`config.mk`:
```
export PLATFORM = sky130hd
export DESIGN_NAME = kronecker_symbol_unit
export DESIGN_NICKNAME = d
export VERILOG_FILES = /design/src/rtl/core/ks_pkg.sv /design/src/rtl/core/ks_dpath.sv /design/src/rtl/core/ks_ctrl.sv /design/src/rtl/core/kronecker_symbol_unit.sv
export VERILOG_INCLUDE_DIRS = /design/src /design/src/rtl/core
export SDC_FILE = /design/constraint.sdc
export NUM_CORES = 2
export LEC_CHECK = 0
export ABC_CLOCK_PERIOD_IN_PS = 19750
export BUFFER_PORTS_ARGS = -buffer_cell sky130_fd_sc_hd__buf_2
export CAP_MARGIN = 30
export CORE_MARGIN = 5
export CORE_UTILIZATION = 64
export CTS_CLUSTER_SIZE = 10
export DETAILED_ROUTE_END_ITERATION = 8
export PLACE_DENSITY = 0.78
export SETUP_SLACK_MARGIN = 0.02
export SLEW_MARGIN = 25
export SYNTH_ARGS = -nofsm -noshare
export SYNTH_HDL_FRONTEND = slang
export SYNTH_HIERARCHICAL = 1
export SYNTH_SLANG_ARGS = --single-unit
```
`constraint.sdc`:
```
create_clock -name clock -period 19.75 [get_ports clock]
set_input_delay 2.9625 -clock clock [delete_from_list [all_inputs] [get_ports clock]]
set_output_delay 2.9625 -clock clock [all_outputs]
set_load 0.02 [all_outputs]
```
`src/rtl/core/assert_macros.svh`:
```
// assertion helpers shared by the rtl
`ifndef ASSERT_MACROS_SVH
`define ASSERT_MACROS_SVH

// property that must hold at every clock edge outside reset
`define ASSERT_CLK(label, clk, rst, prop, msg) \
   label: assert property (@(posedge clk) disable iff (rst) prop) else $error(msg);

// condition that must never be seen outside reset
`define ASSERT_NEVER(label, clk, rst, expr, msg) \
   label: assert property (@(posedge clk) disable iff (rst) !(expr)) else $error(msg);

`endif

```
`src/rtl/core/ks_pkg.sv`:
```
`default_nettype none

package ks_pkg;

   localparam int WORD_BITS_DEFAULT = 64;
   localparam int FIELD_BITS        = 64;
   localparam int SYMBOL_BITS       = 2;

   localparam logic signed [SYMBOL_BITS-1:0] SYM_ZERO  = 2'sb00;
   localparam logic signed [SYMBOL_BITS-1:0] SYM_ONE   = 2'sb01;
   localparam logic signed [SYMBOL_BITS-1:0] SYM_MINUS = 2'sb11;

   // symbol of 2 over n, indexed by n mod 8
   localparam logic signed [SYMBOL_BITS-1:0] SIGN_TAB [8] = '{
      2'sb00, 2'sb01, 2'sb00, 2'sb11, 2'sb00, 2'sb11, 2'sb00, 2'sb01
   };

   typedef enum logic [2:0] {
      OP_NONE,
      OP_LOAD,
      OP_SETUP,
      OP_STRIP,
      OP_DIVIDE,
      OP_ADJUST,
      OP_REDUCE,
      OP_EMIT
   } ks_op_type;

   typedef struct packed {
      ks_op_type op;
   } ks_cmd_type;

   typedef struct packed {
      logic b_zero;
      logic both_even;
      logic ub_last;
      logic ua_zero;
   } ks_stat_type;

   function automatic logic tab_neg(input logic [2:0] idx);
      return SIGN_TAB[idx] == SYM_MINUS;
   endfunction

endpackage

`default_nettype wire

```
`src/rtl/core/ks_dpath.sv`:
```
`default_nettype none

module ks_dpath #(
   parameter int WORD_BITS = 64
) (
   input  wire logic                                     clock,
   input  wire logic                                     reset,
   input  wire ks_pkg::ks_cmd_type                       cmd,
   output ks_pkg::ks_stat_type                           stat,
   input  wire logic [WORD_BITS-1:0]                     upper_in,
   input  wire logic [WORD_BITS-1:0]                     lower_in,
   output logic signed [ks_pkg::SYMBOL_BITS-1:0]         symbol_out
);
   import ks_pkg::*;
   `include "assert_macros.svh"

   localparam int W = WORD_BITS;

   logic [W-1:0] a_ff, a_in, b_ff, b_in;
   logic [W-1:0] ub_ff, ub_in, ua_ff, ua_in;
   logic [W-1:0] rem_ff, rem_in, q_ff, q_in;
   logic         k_neg_ff, k_neg_in;
   logic signed [SYMBOL_BITS-1:0] sym_ff, sym_in;

   logic         a_neg, b_neg;
   logic [W-1:0] a_mag, b_mag;
   logic [W-1:0] trial, trial_diff;
   logic         trial_ge;
   logic         ub_gt;
   logic [W-1:0] sub_x, sub_y, sub_d;
   logic signed [SYMBOL_BITS-1:0] sym_now;

   assign a_neg = a_ff[W-1];
   assign b_neg = b_ff[W-1];
   assign a_mag = a_neg ? (W'(0) - a_ff) : a_ff;
   assign b_mag = b_neg ? (W'(0) - b_ff) : b_ff;

   // one restoring step of the division of |a| by ub
   assign trial      = {rem_ff[W-2:0], q_ff[W-1]};
   assign trial_ge   = trial >= ub_ff;
   assign trial_diff = trial - ub_ff;

   // shared subtractor for the reduce loop
   assign ub_gt = ub_ff > ua_ff;
   assign sub_x = ub_gt ? ub_ff : ua_ff;
   assign sub_y = ub_gt ? ua_ff : ub_ff;
   assign sub_d = sub_x - sub_y;

   always_comb begin
      if (b_ff == '0) begin
         sym_now = (a_ff == W'(1) || (&a_ff)) ? SYM_ONE : SYM_ZERO;
      end else if (!a_ff[0] && !b_ff[0]) begin
         sym_now = SYM_ZERO;
      end else if (ub_ff > W'(1)) begin
         sym_now = SYM_ZERO;
      end else begin
         sym_now = k_neg_ff ? SYM_MINUS : SYM_ONE;
      end
   end

   always_comb begin
      a_in     = a_ff;
      b_in     = b_ff;
      ub_in    = ub_ff;
      ua_in    = ua_ff;
      rem_in   = rem_ff;
      q_in     = q_ff;
      k_neg_in = k_neg_ff;
      sym_in   = sym_ff;
      unique case (cmd.op)
         OP_NONE: begin
         end
         OP_LOAD: begin
            a_in = upper_in;
            b_in = lower_in;
         end
         OP_SETUP: begin
            ub_in    = b_mag;
            q_in     = a_mag;
            rem_in   = '0;
            k_neg_in = a_neg & b_neg;
         end
         OP_STRIP: begin
            if (ub_ff[1:0] == 2'b00) begin
               ub_in = ub_ff >> 2;
            end else if (!ub_ff[0]) begin
               ub_in    = ub_ff >> 1;
               k_neg_in = k_neg_ff ^ tab_neg(a_ff[2:0]);
            end
         end
         OP_DIVIDE: begin
            rem_in = trial_ge ? trial_diff : trial;
            q_in   = q_ff << 1;
         end
         OP_ADJUST: begin
            ua_in = (a_neg && rem_ff != '0) ? (ub_ff - rem_ff) : rem_ff;
         end
         OP_REDUCE: begin
            if (ua_ff[1:0] == 2'b00) begin
               ua_in = ua_ff >> 2;
            end else if (!ua_ff[0]) begin
               ua_in    = ua_ff >> 1;
               k_neg_in = k_neg_ff ^ tab_neg(ub_ff[2:0]);
            end else if (ub_gt) begin
               if (ua_ff[1:0] == 2'b11 && ub_ff[1:0] == 2'b11) begin
                  k_neg_in = ~k_neg_ff;
               end
               ub_in = ua_ff;
               ua_in = sub_d;
            end else begin
               ua_in = sub_d;
            end
         end
         OP_EMIT: begin
            sym_in = sym_now;
         end
         default: begin
         end
      endcase
   end

   always_ff @(posedge clock) begin
      a_ff     <= a_in;
      b_ff     <= b_in;
      ub_ff    <= ub_in;
      ua_ff    <= ua_in;
      rem_ff   <= rem_in;
      q_ff     <= q_in;
      k_neg_ff <= k_neg_in;
      sym_ff   <= sym_in;
   end

   assign stat.b_zero    = (b_ff == '0);
   assign stat.both_even = !a_ff[0] && !b_ff[0];
   assign stat.ub_last   = (ub_ff[1:0] != 2'b00);
   assign stat.ua_zero   = (ua_ff == '0);
   assign symbol_out     = sym_ff;

   `ASSERT_CLK(a_ub_odd_in_reduce, clock, reset, (cmd.op == OP_REDUCE) |-> ub_ff[0], "ub even in reduce loop")
   `ASSERT_CLK(a_rem_below_ub, clock, reset, (cmd.op == OP_ADJUST) |-> (rem_ff < ub_ff), "remainder not below divisor")
   `ASSERT_CLK(a_emit_legal, clock, reset, (cmd.op == OP_EMIT) |=> (sym_ff != 2'sb10), "illegal symbol code")

endmodule

`default_nettype wire

```
`src/rtl/core/ks_ctrl.sv`:
```
`default_nettype none

module ks_ctrl #(
   parameter int WORD_BITS = 64
) (
   input  wire logic                clock,
   input  wire logic                reset,
   input  wire logic                req_valid,
   output logic                     req_ready,
   output logic                     rsp_valid,
   input  wire logic                rsp_ready,
   input  wire ks_pkg::ks_stat_type stat,
   output ks_pkg::ks_cmd_type       cmd
);
   import ks_pkg::*;
   `include "assert_macros.svh"

   localparam int CW = $clog2(WORD_BITS);

   typedef enum logic [2:0] {
      S_IDLE,
      S_SETUP,
      S_STRIP,
      S_DIVIDE,
      S_ADJUST,
      S_REDUCE,
      S_FINISH
   } state_type;

   state_type       state_ff, state_in;
   logic [CW-1:0]   cnt_ff, cnt_in;
   logic            rsp_valid_ff, rsp_valid_in;
   logic            out_free;

   assign out_free = !rsp_valid_ff || rsp_ready;

   always_comb begin
      state_in     = state_ff;
      cnt_in       = cnt_ff;
      rsp_valid_in = rsp_valid_ff && !rsp_ready;
      cmd.op       = OP_NONE;
      unique case (state_ff)
         S_IDLE: begin
            if (req_valid) begin
               cmd.op   = OP_LOAD;
               state_in = S_SETUP;
            end
         end
         S_SETUP: begin
            if (stat.b_zero || stat.both_even) begin
               state_in = S_FINISH;
            end else begin
               cmd.op   = OP_SETUP;
               state_in = S_STRIP;
            end
         end
         S_STRIP: begin
            cmd.op = OP_STRIP;
            if (stat.ub_last) begin
               cnt_in   = '0;
               state_in = S_DIVIDE;
            end
         end
         S_DIVIDE: begin
            cmd.op = OP_DIVIDE;
            cnt_in = cnt_ff + CW'(1);
            if (cnt_ff == CW'(WORD_BITS - 1)) begin
               state_in = S_ADJUST;
            end
         end
         S_ADJUST: begin
            cmd.op   = OP_ADJUST;
            state_in = S_REDUCE;
         end
         S_REDUCE: begin
            if (stat.ua_zero) begin
               state_in = S_FINISH;
            end else begin
               cmd.op = OP_REDUCE;
            end
         end
         S_FINISH: begin
            if (out_free) begin
               cmd.op       = OP_EMIT;
               rsp_valid_in = 1'b1;
               state_in     = S_IDLE;
            end
         end
         default: begin
            state_in = S_IDLE;
         end
      endcase
   end

   always_ff @(posedge clock) begin
      if (reset) begin
         state_ff     <= S_IDLE;
         cnt_ff       <= '0;
         rsp_valid_ff <= 1'b0;
      end else begin
         state_ff     <= state_in;
         cnt_ff       <= cnt_in;
         rsp_valid_ff <= rsp_valid_in;
      end
   end

   assign req_ready = (state_ff == S_IDLE);
   assign rsp_valid = rsp_valid_ff;

   `ASSERT_CLK(a_busy_after_accept, clock, reset, (req_valid && req_ready) |=> !req_ready, "ready after accept")
   `ASSERT_CLK(a_rsp_from_emit, clock, reset, $rose(rsp_valid_ff) |-> $past(cmd.op == OP_EMIT), "response without emit")
   `ASSERT_CLK(a_cnt_range, clock, reset, (state_ff == S_DIVIDE) |-> (cnt_ff <= CW'(WORD_BITS - 1)), "divide counter overrun")

endmodule

`default_nettype wire

```
`src/rtl/core/kronecker_symbol_unit.sv`:
```
// kronecker symbol unit: (upper / lower) as -1, 0 or 1 for two signed operands
// request channel: req_valid/req_ready, one transaction carries req_upper_operand
//   and req_lower_operand; only the low WORD_BITS bits of each are used, read as
//   two's complement
// response channel: rsp_valid/rsp_ready, one transaction per request carrying
//   rsp_symbol_value (01 = 1, 00 = 0, 11 = -1)
// sequence: a zero lower operand or two even operands goes straight to the
//   result; otherwise setup, stripping of factors of two from lower, a
//   restoring divide (one quotient bit a cycle), adjust, reduce rounds (one
//   shift or subtract a cycle) until the remainder is seen at zero, and the
//   result, after any wait for the output register
// requests: one at a time; the next request is taken in the cycle after the
//   result is loaded
// the result sits in an output register, so a new request is taken while the
//   previous result still waits; if the receiver stalls the unit holds its next
//   result until that register is free
// reset: synchronous, active high; clears the controller and the response
//   valid, no result is pending afterwards
`default_nettype none

module kronecker_symbol_unit #(
   parameter int WORD_BITS = ks_pkg::WORD_BITS_DEFAULT
) (
   input  wire logic                                     clock,
   input  wire logic                                     reset,
   input  wire logic                                     req_valid,
   output logic                                          req_ready,
   input  wire logic signed [ks_pkg::FIELD_BITS-1:0]     req_upper_operand,
   input  wire logic signed [ks_pkg::FIELD_BITS-1:0]     req_lower_operand,
   output logic                                          rsp_valid,
   input  wire logic                                     rsp_ready,
   output logic signed [ks_pkg::SYMBOL_BITS-1:0]         rsp_symbol_value
);
   import ks_pkg::*;

   // command and status between the sequencer and the datapath
   ks_cmd_type  cmd;
   ks_stat_type stat;

   // controller: sequences load, setup, strip, divide, adjust, reduce and emit
   ks_ctrl #(
      .WORD_BITS (WORD_BITS)
   ) u_ctrl (
      .clock     (clock),
      .reset     (reset),
      .req_valid (req_valid),
      .req_ready (req_ready),
      .rsp_valid (rsp_valid),
      .rsp_ready (rsp_ready),
      .stat      (stat),
      .cmd       (cmd)
   );

   // datapath: operand registers, divider, reduce loop and output register
   ks_dpath #(
      .WORD_BITS (WORD_BITS)
   ) u_dpath (
      .clock      (clock),
      .reset      (reset),
      .cmd        (cmd),
      .stat       (stat),
      .upper_in   (req_upper_operand[WORD_BITS-1:0]),
      .lower_in   (req_lower_operand[WORD_BITS-1:0]),
      .symbol_out (rsp_symbol_value)
   );

endmodule

`default_nettype wire
```
==> impl_metrics.json <==
{
  "nNetsFinal": 4230,
  "rsz0062_at_grt": "false",
  "grt_pass1_wl_um": 170900,
  "ys_top_cells_by_area": "edfxtp_1 (35%), ha_1 (7.4%), a21oi_1 (5.6%)",
  "core_area_um2": 51300,
  "synth_mux_area_share_pct": 4.613,
  "critPathRequiredTime_ps": 20170,
  "grt_max_degree": 78,
  "cts-root-buf": "clkbuf_16",
  "drv_slew": 0,
  "cts_buffer_depth": 3,
  "portBuffers": 135,
  "synthXorXnorAreaFrac_pct": 7.696,
  "worst_slew_pin_slew_ps": 1067,
  "period_needed_ps": 7325,
  "die_area_um2": 56390,
  "clock-sinks": 397,
  "viasPerCell": 6.755,
  "drc": 0,
  "htree_levels": 2,
  "dp_hpwl_um": 85050,
  "wl_per_cell_um": 24.48,
  "fmax_ghz": 0.1365,
  "syn_inst": 3862,
  "dr_total_vias": 31120,
  "antenna_found_initial": 3,
  "gp_congestion": 1.029,
  "post_cts_resized": 0,
  "synth_largest_area_cell": "edfxtp_1",
  "netlist_top_cells_count": "nand2_1 (450), edfxtp_1 (387), a21oi_1 (368)",
  "hold_buffers": 0,
  "first_pass_iters": 9,
  "die_x_um": 237.5,
  "startpoint_type": "register",
  "cp.arrival_ps": 7750,
  "area_delta_synth_final_pct": 7.802,
  "drt.antenna.violating_nets": 0,
  "grt-ovfl-total": 0,
  "synth_top_area_share_pct": 35.09,
  "synth_top_family_by_area": "compound AO/OA/AOI/OAI gates",
  "path_clk_slew_ps": 60,
  "synth_edf_count": 387,
  "hold_path_class": "reg2reg",
  "hold_viol": 0,
  "path_class": "reg2reg",
  "synth-simple-area-share_pct": 17.57,
  "cts_tree": "built",
  "synth.yosys.seq_area_share_pct": 35.70,
  "final_util_pct": 69.59,
  "grt_pass1_vias": 28920,
  "yosysWarnings": 6,
  "cts_buffers": 49,
  "die-height_um": 237.5,
  "grt.total_usage_pct": 38.35,
  "fin_skew_ps": 30.00,
  "ys_seq_elements": 397,
  "finalSetupTns_ps": 0,
  "setup_viol": 0,
  "final_layout_size_suffix_gt1_share_pct": 7.261,
  "io_pins": 136,
  "fill_cells": 4206,
  "fp-row-count": 83,
  "initial_utilization_pct": 64.55,
  "synth_compound_area_share_pct": 21.82,
  "drt_iter0_markers": 4131,
  "clk_latency_ps": 610,
  "fin_crit_sh_pct": 37.09,
  "synthFlopType": "edfxtp_1",
  "syn_nets": 4193,
  "cp-end-kind": "register",
  "syn_area_per_cell_um2": 8.575,
  "synthArstFlopShare_pct": 0,
  "status": "finished, final reports clean",
  "drv_cap": 0,
  "wl_um": 112800,
  "post-cts-setup-buffers": 0,
  "synth_most_common_cell": "nand2_1",
  "cp_max_fo": 61,
  "synth.distinct_cells": 91,
  "slew_headroom_pct": 28.20,
  "netlist_area_um2": 33120,
  "post_synth_fa_ha_maj_area_fraction_pct": 7.564
}
==> worst max-delay path, cell delays in order (launching register included) <==
cell	delay, ps
edfxtp_1	510
ha_1	510
nand4_1	230
nor4_1	860
nand2_1	200
nor4_1	390
nor3_1	150
a21oi_4	170
buf_4	580
mux2i_1	310
ha_1	170
inv_1	40
o211ai_1	140
a211oi_1	150
o211ai_1	400
nand4_1	150
nand2_1	150
o21ai_0	180
a211o_1	330
a21o_1	250
o31ai_1	600
a31oi_1	190
xor2_1	180
a221oi_1	270
==> final cells by class <==
cell class	instances	area, um2	area share, %
antenna	2	5.005	0.01402
clock buffer	63	1289	3.610
clock inverter	14	136.4	0.3820
inverter	248	930.9	2.608
multi-input combinational	3034	19700	55.19
sequential	397	11820	33.11
tap	680	850.8	2.383
timing repair buffer	169	963.4	2.699
==> metrics by stage <==
stage / instance area, um2 / worst slack (ps) / hold WS [ps] / instances
4_1_cts: 35640 / 12630 / 515.5 / 4602
2_1_floorplan: 33120 / 5987 / 447.8 / 3862
3_5_place_dp: 34210 / 12660 / 495.2 / 4525
5_1_grt: 35700 / 12130 / 541.7 / 4605
3_3_place_gp: 34200 / 12870 / 485.9 / 4524
6_report: 35700 / 12420 / 508.5 / 4607
==> sequential cells by signal (all words and copies together) (netlist names) <==
| register | flops |
|---|---|
| u_dpath/a_ff | 64 |
| u_dpath/b_ff | 64 |
| u_dpath/q_ff | 64 |
| u_dpath/rem_ff | 64 |
| u_dpath/ua_ff | 64 |
| u_dpath/ub_ff | 64 |
| u_ctrl/cnt_ff | 6 |
| u_ctrl/state_ff | 3 |
| u_dpath/symbol_out | 2 |
| u_ctrl/rsp_valid | 1 |
| u_dpath/k_neg_ff | 1 |
==> layer usage <==
metal  track usage [%]  up-vias  routed length, um
met5                 0        -                 22
met4             12.75        4               4267
met3             9.700      271              14000
met2             58.62     1847              49110
met1             53.79    14710              45400
li1                  -    14290                  -
==> cell families (layout without fill, tap and decap cells) <==
kind of cell | after synthesis | count (layout)
and+or+nand+nor | 1242 | 1242
AOI/OAI and AO/OA | 1150 | 1150
buffers and inverters | 431 | 494
DFF | 397 | 397
xor gates and xnor gates | 291 | 291
adders and majority gates | 199 | 199
muxes | 152 | 152
other | 0 | 2
==> worst paths after layout <==
kind                     startpoint                 to  slack, ps  cells past startpoint
setup / recovery  u_dpath/ub_ff[52]  u_dpath/ua_ff[62]      12420                     23
hold reg to reg    u_dpath/q_ff[34]   u_dpath/q_ff[35]        510                      2
hold / removal     u_dpath/q_ff[34]   u_dpath/q_ff[35]        510                      2
setup reg to reg  u_dpath/ub_ff[52]  u_dpath/ua_ff[62]      12420                     23
==> placed cells by master, fill, tap and decap left out, drive strengths merged, types with 21 or more instances in the layout <==
master	count
nor3	57
and2	23
o221ai	63
a21o	90
xor2	187
or2	21
buf	169
nor2b	31
edfxtp	387
or3	50
inv	250
nor2	331
o21ai	283
o21a	21
nand2b	40
xnor2	104
o21bai	26
a211oi	60
nand4	67
a31oi	26
mux2i	150
nor4	68
ha	197
nand2	450
a21oi	369
nand3	48
clkbuf	63
o31ai	51
o22ai	23
Power is not shown: default switching activity piles up to over one toggle a cycle in this logic, so the estimate is an artifact.
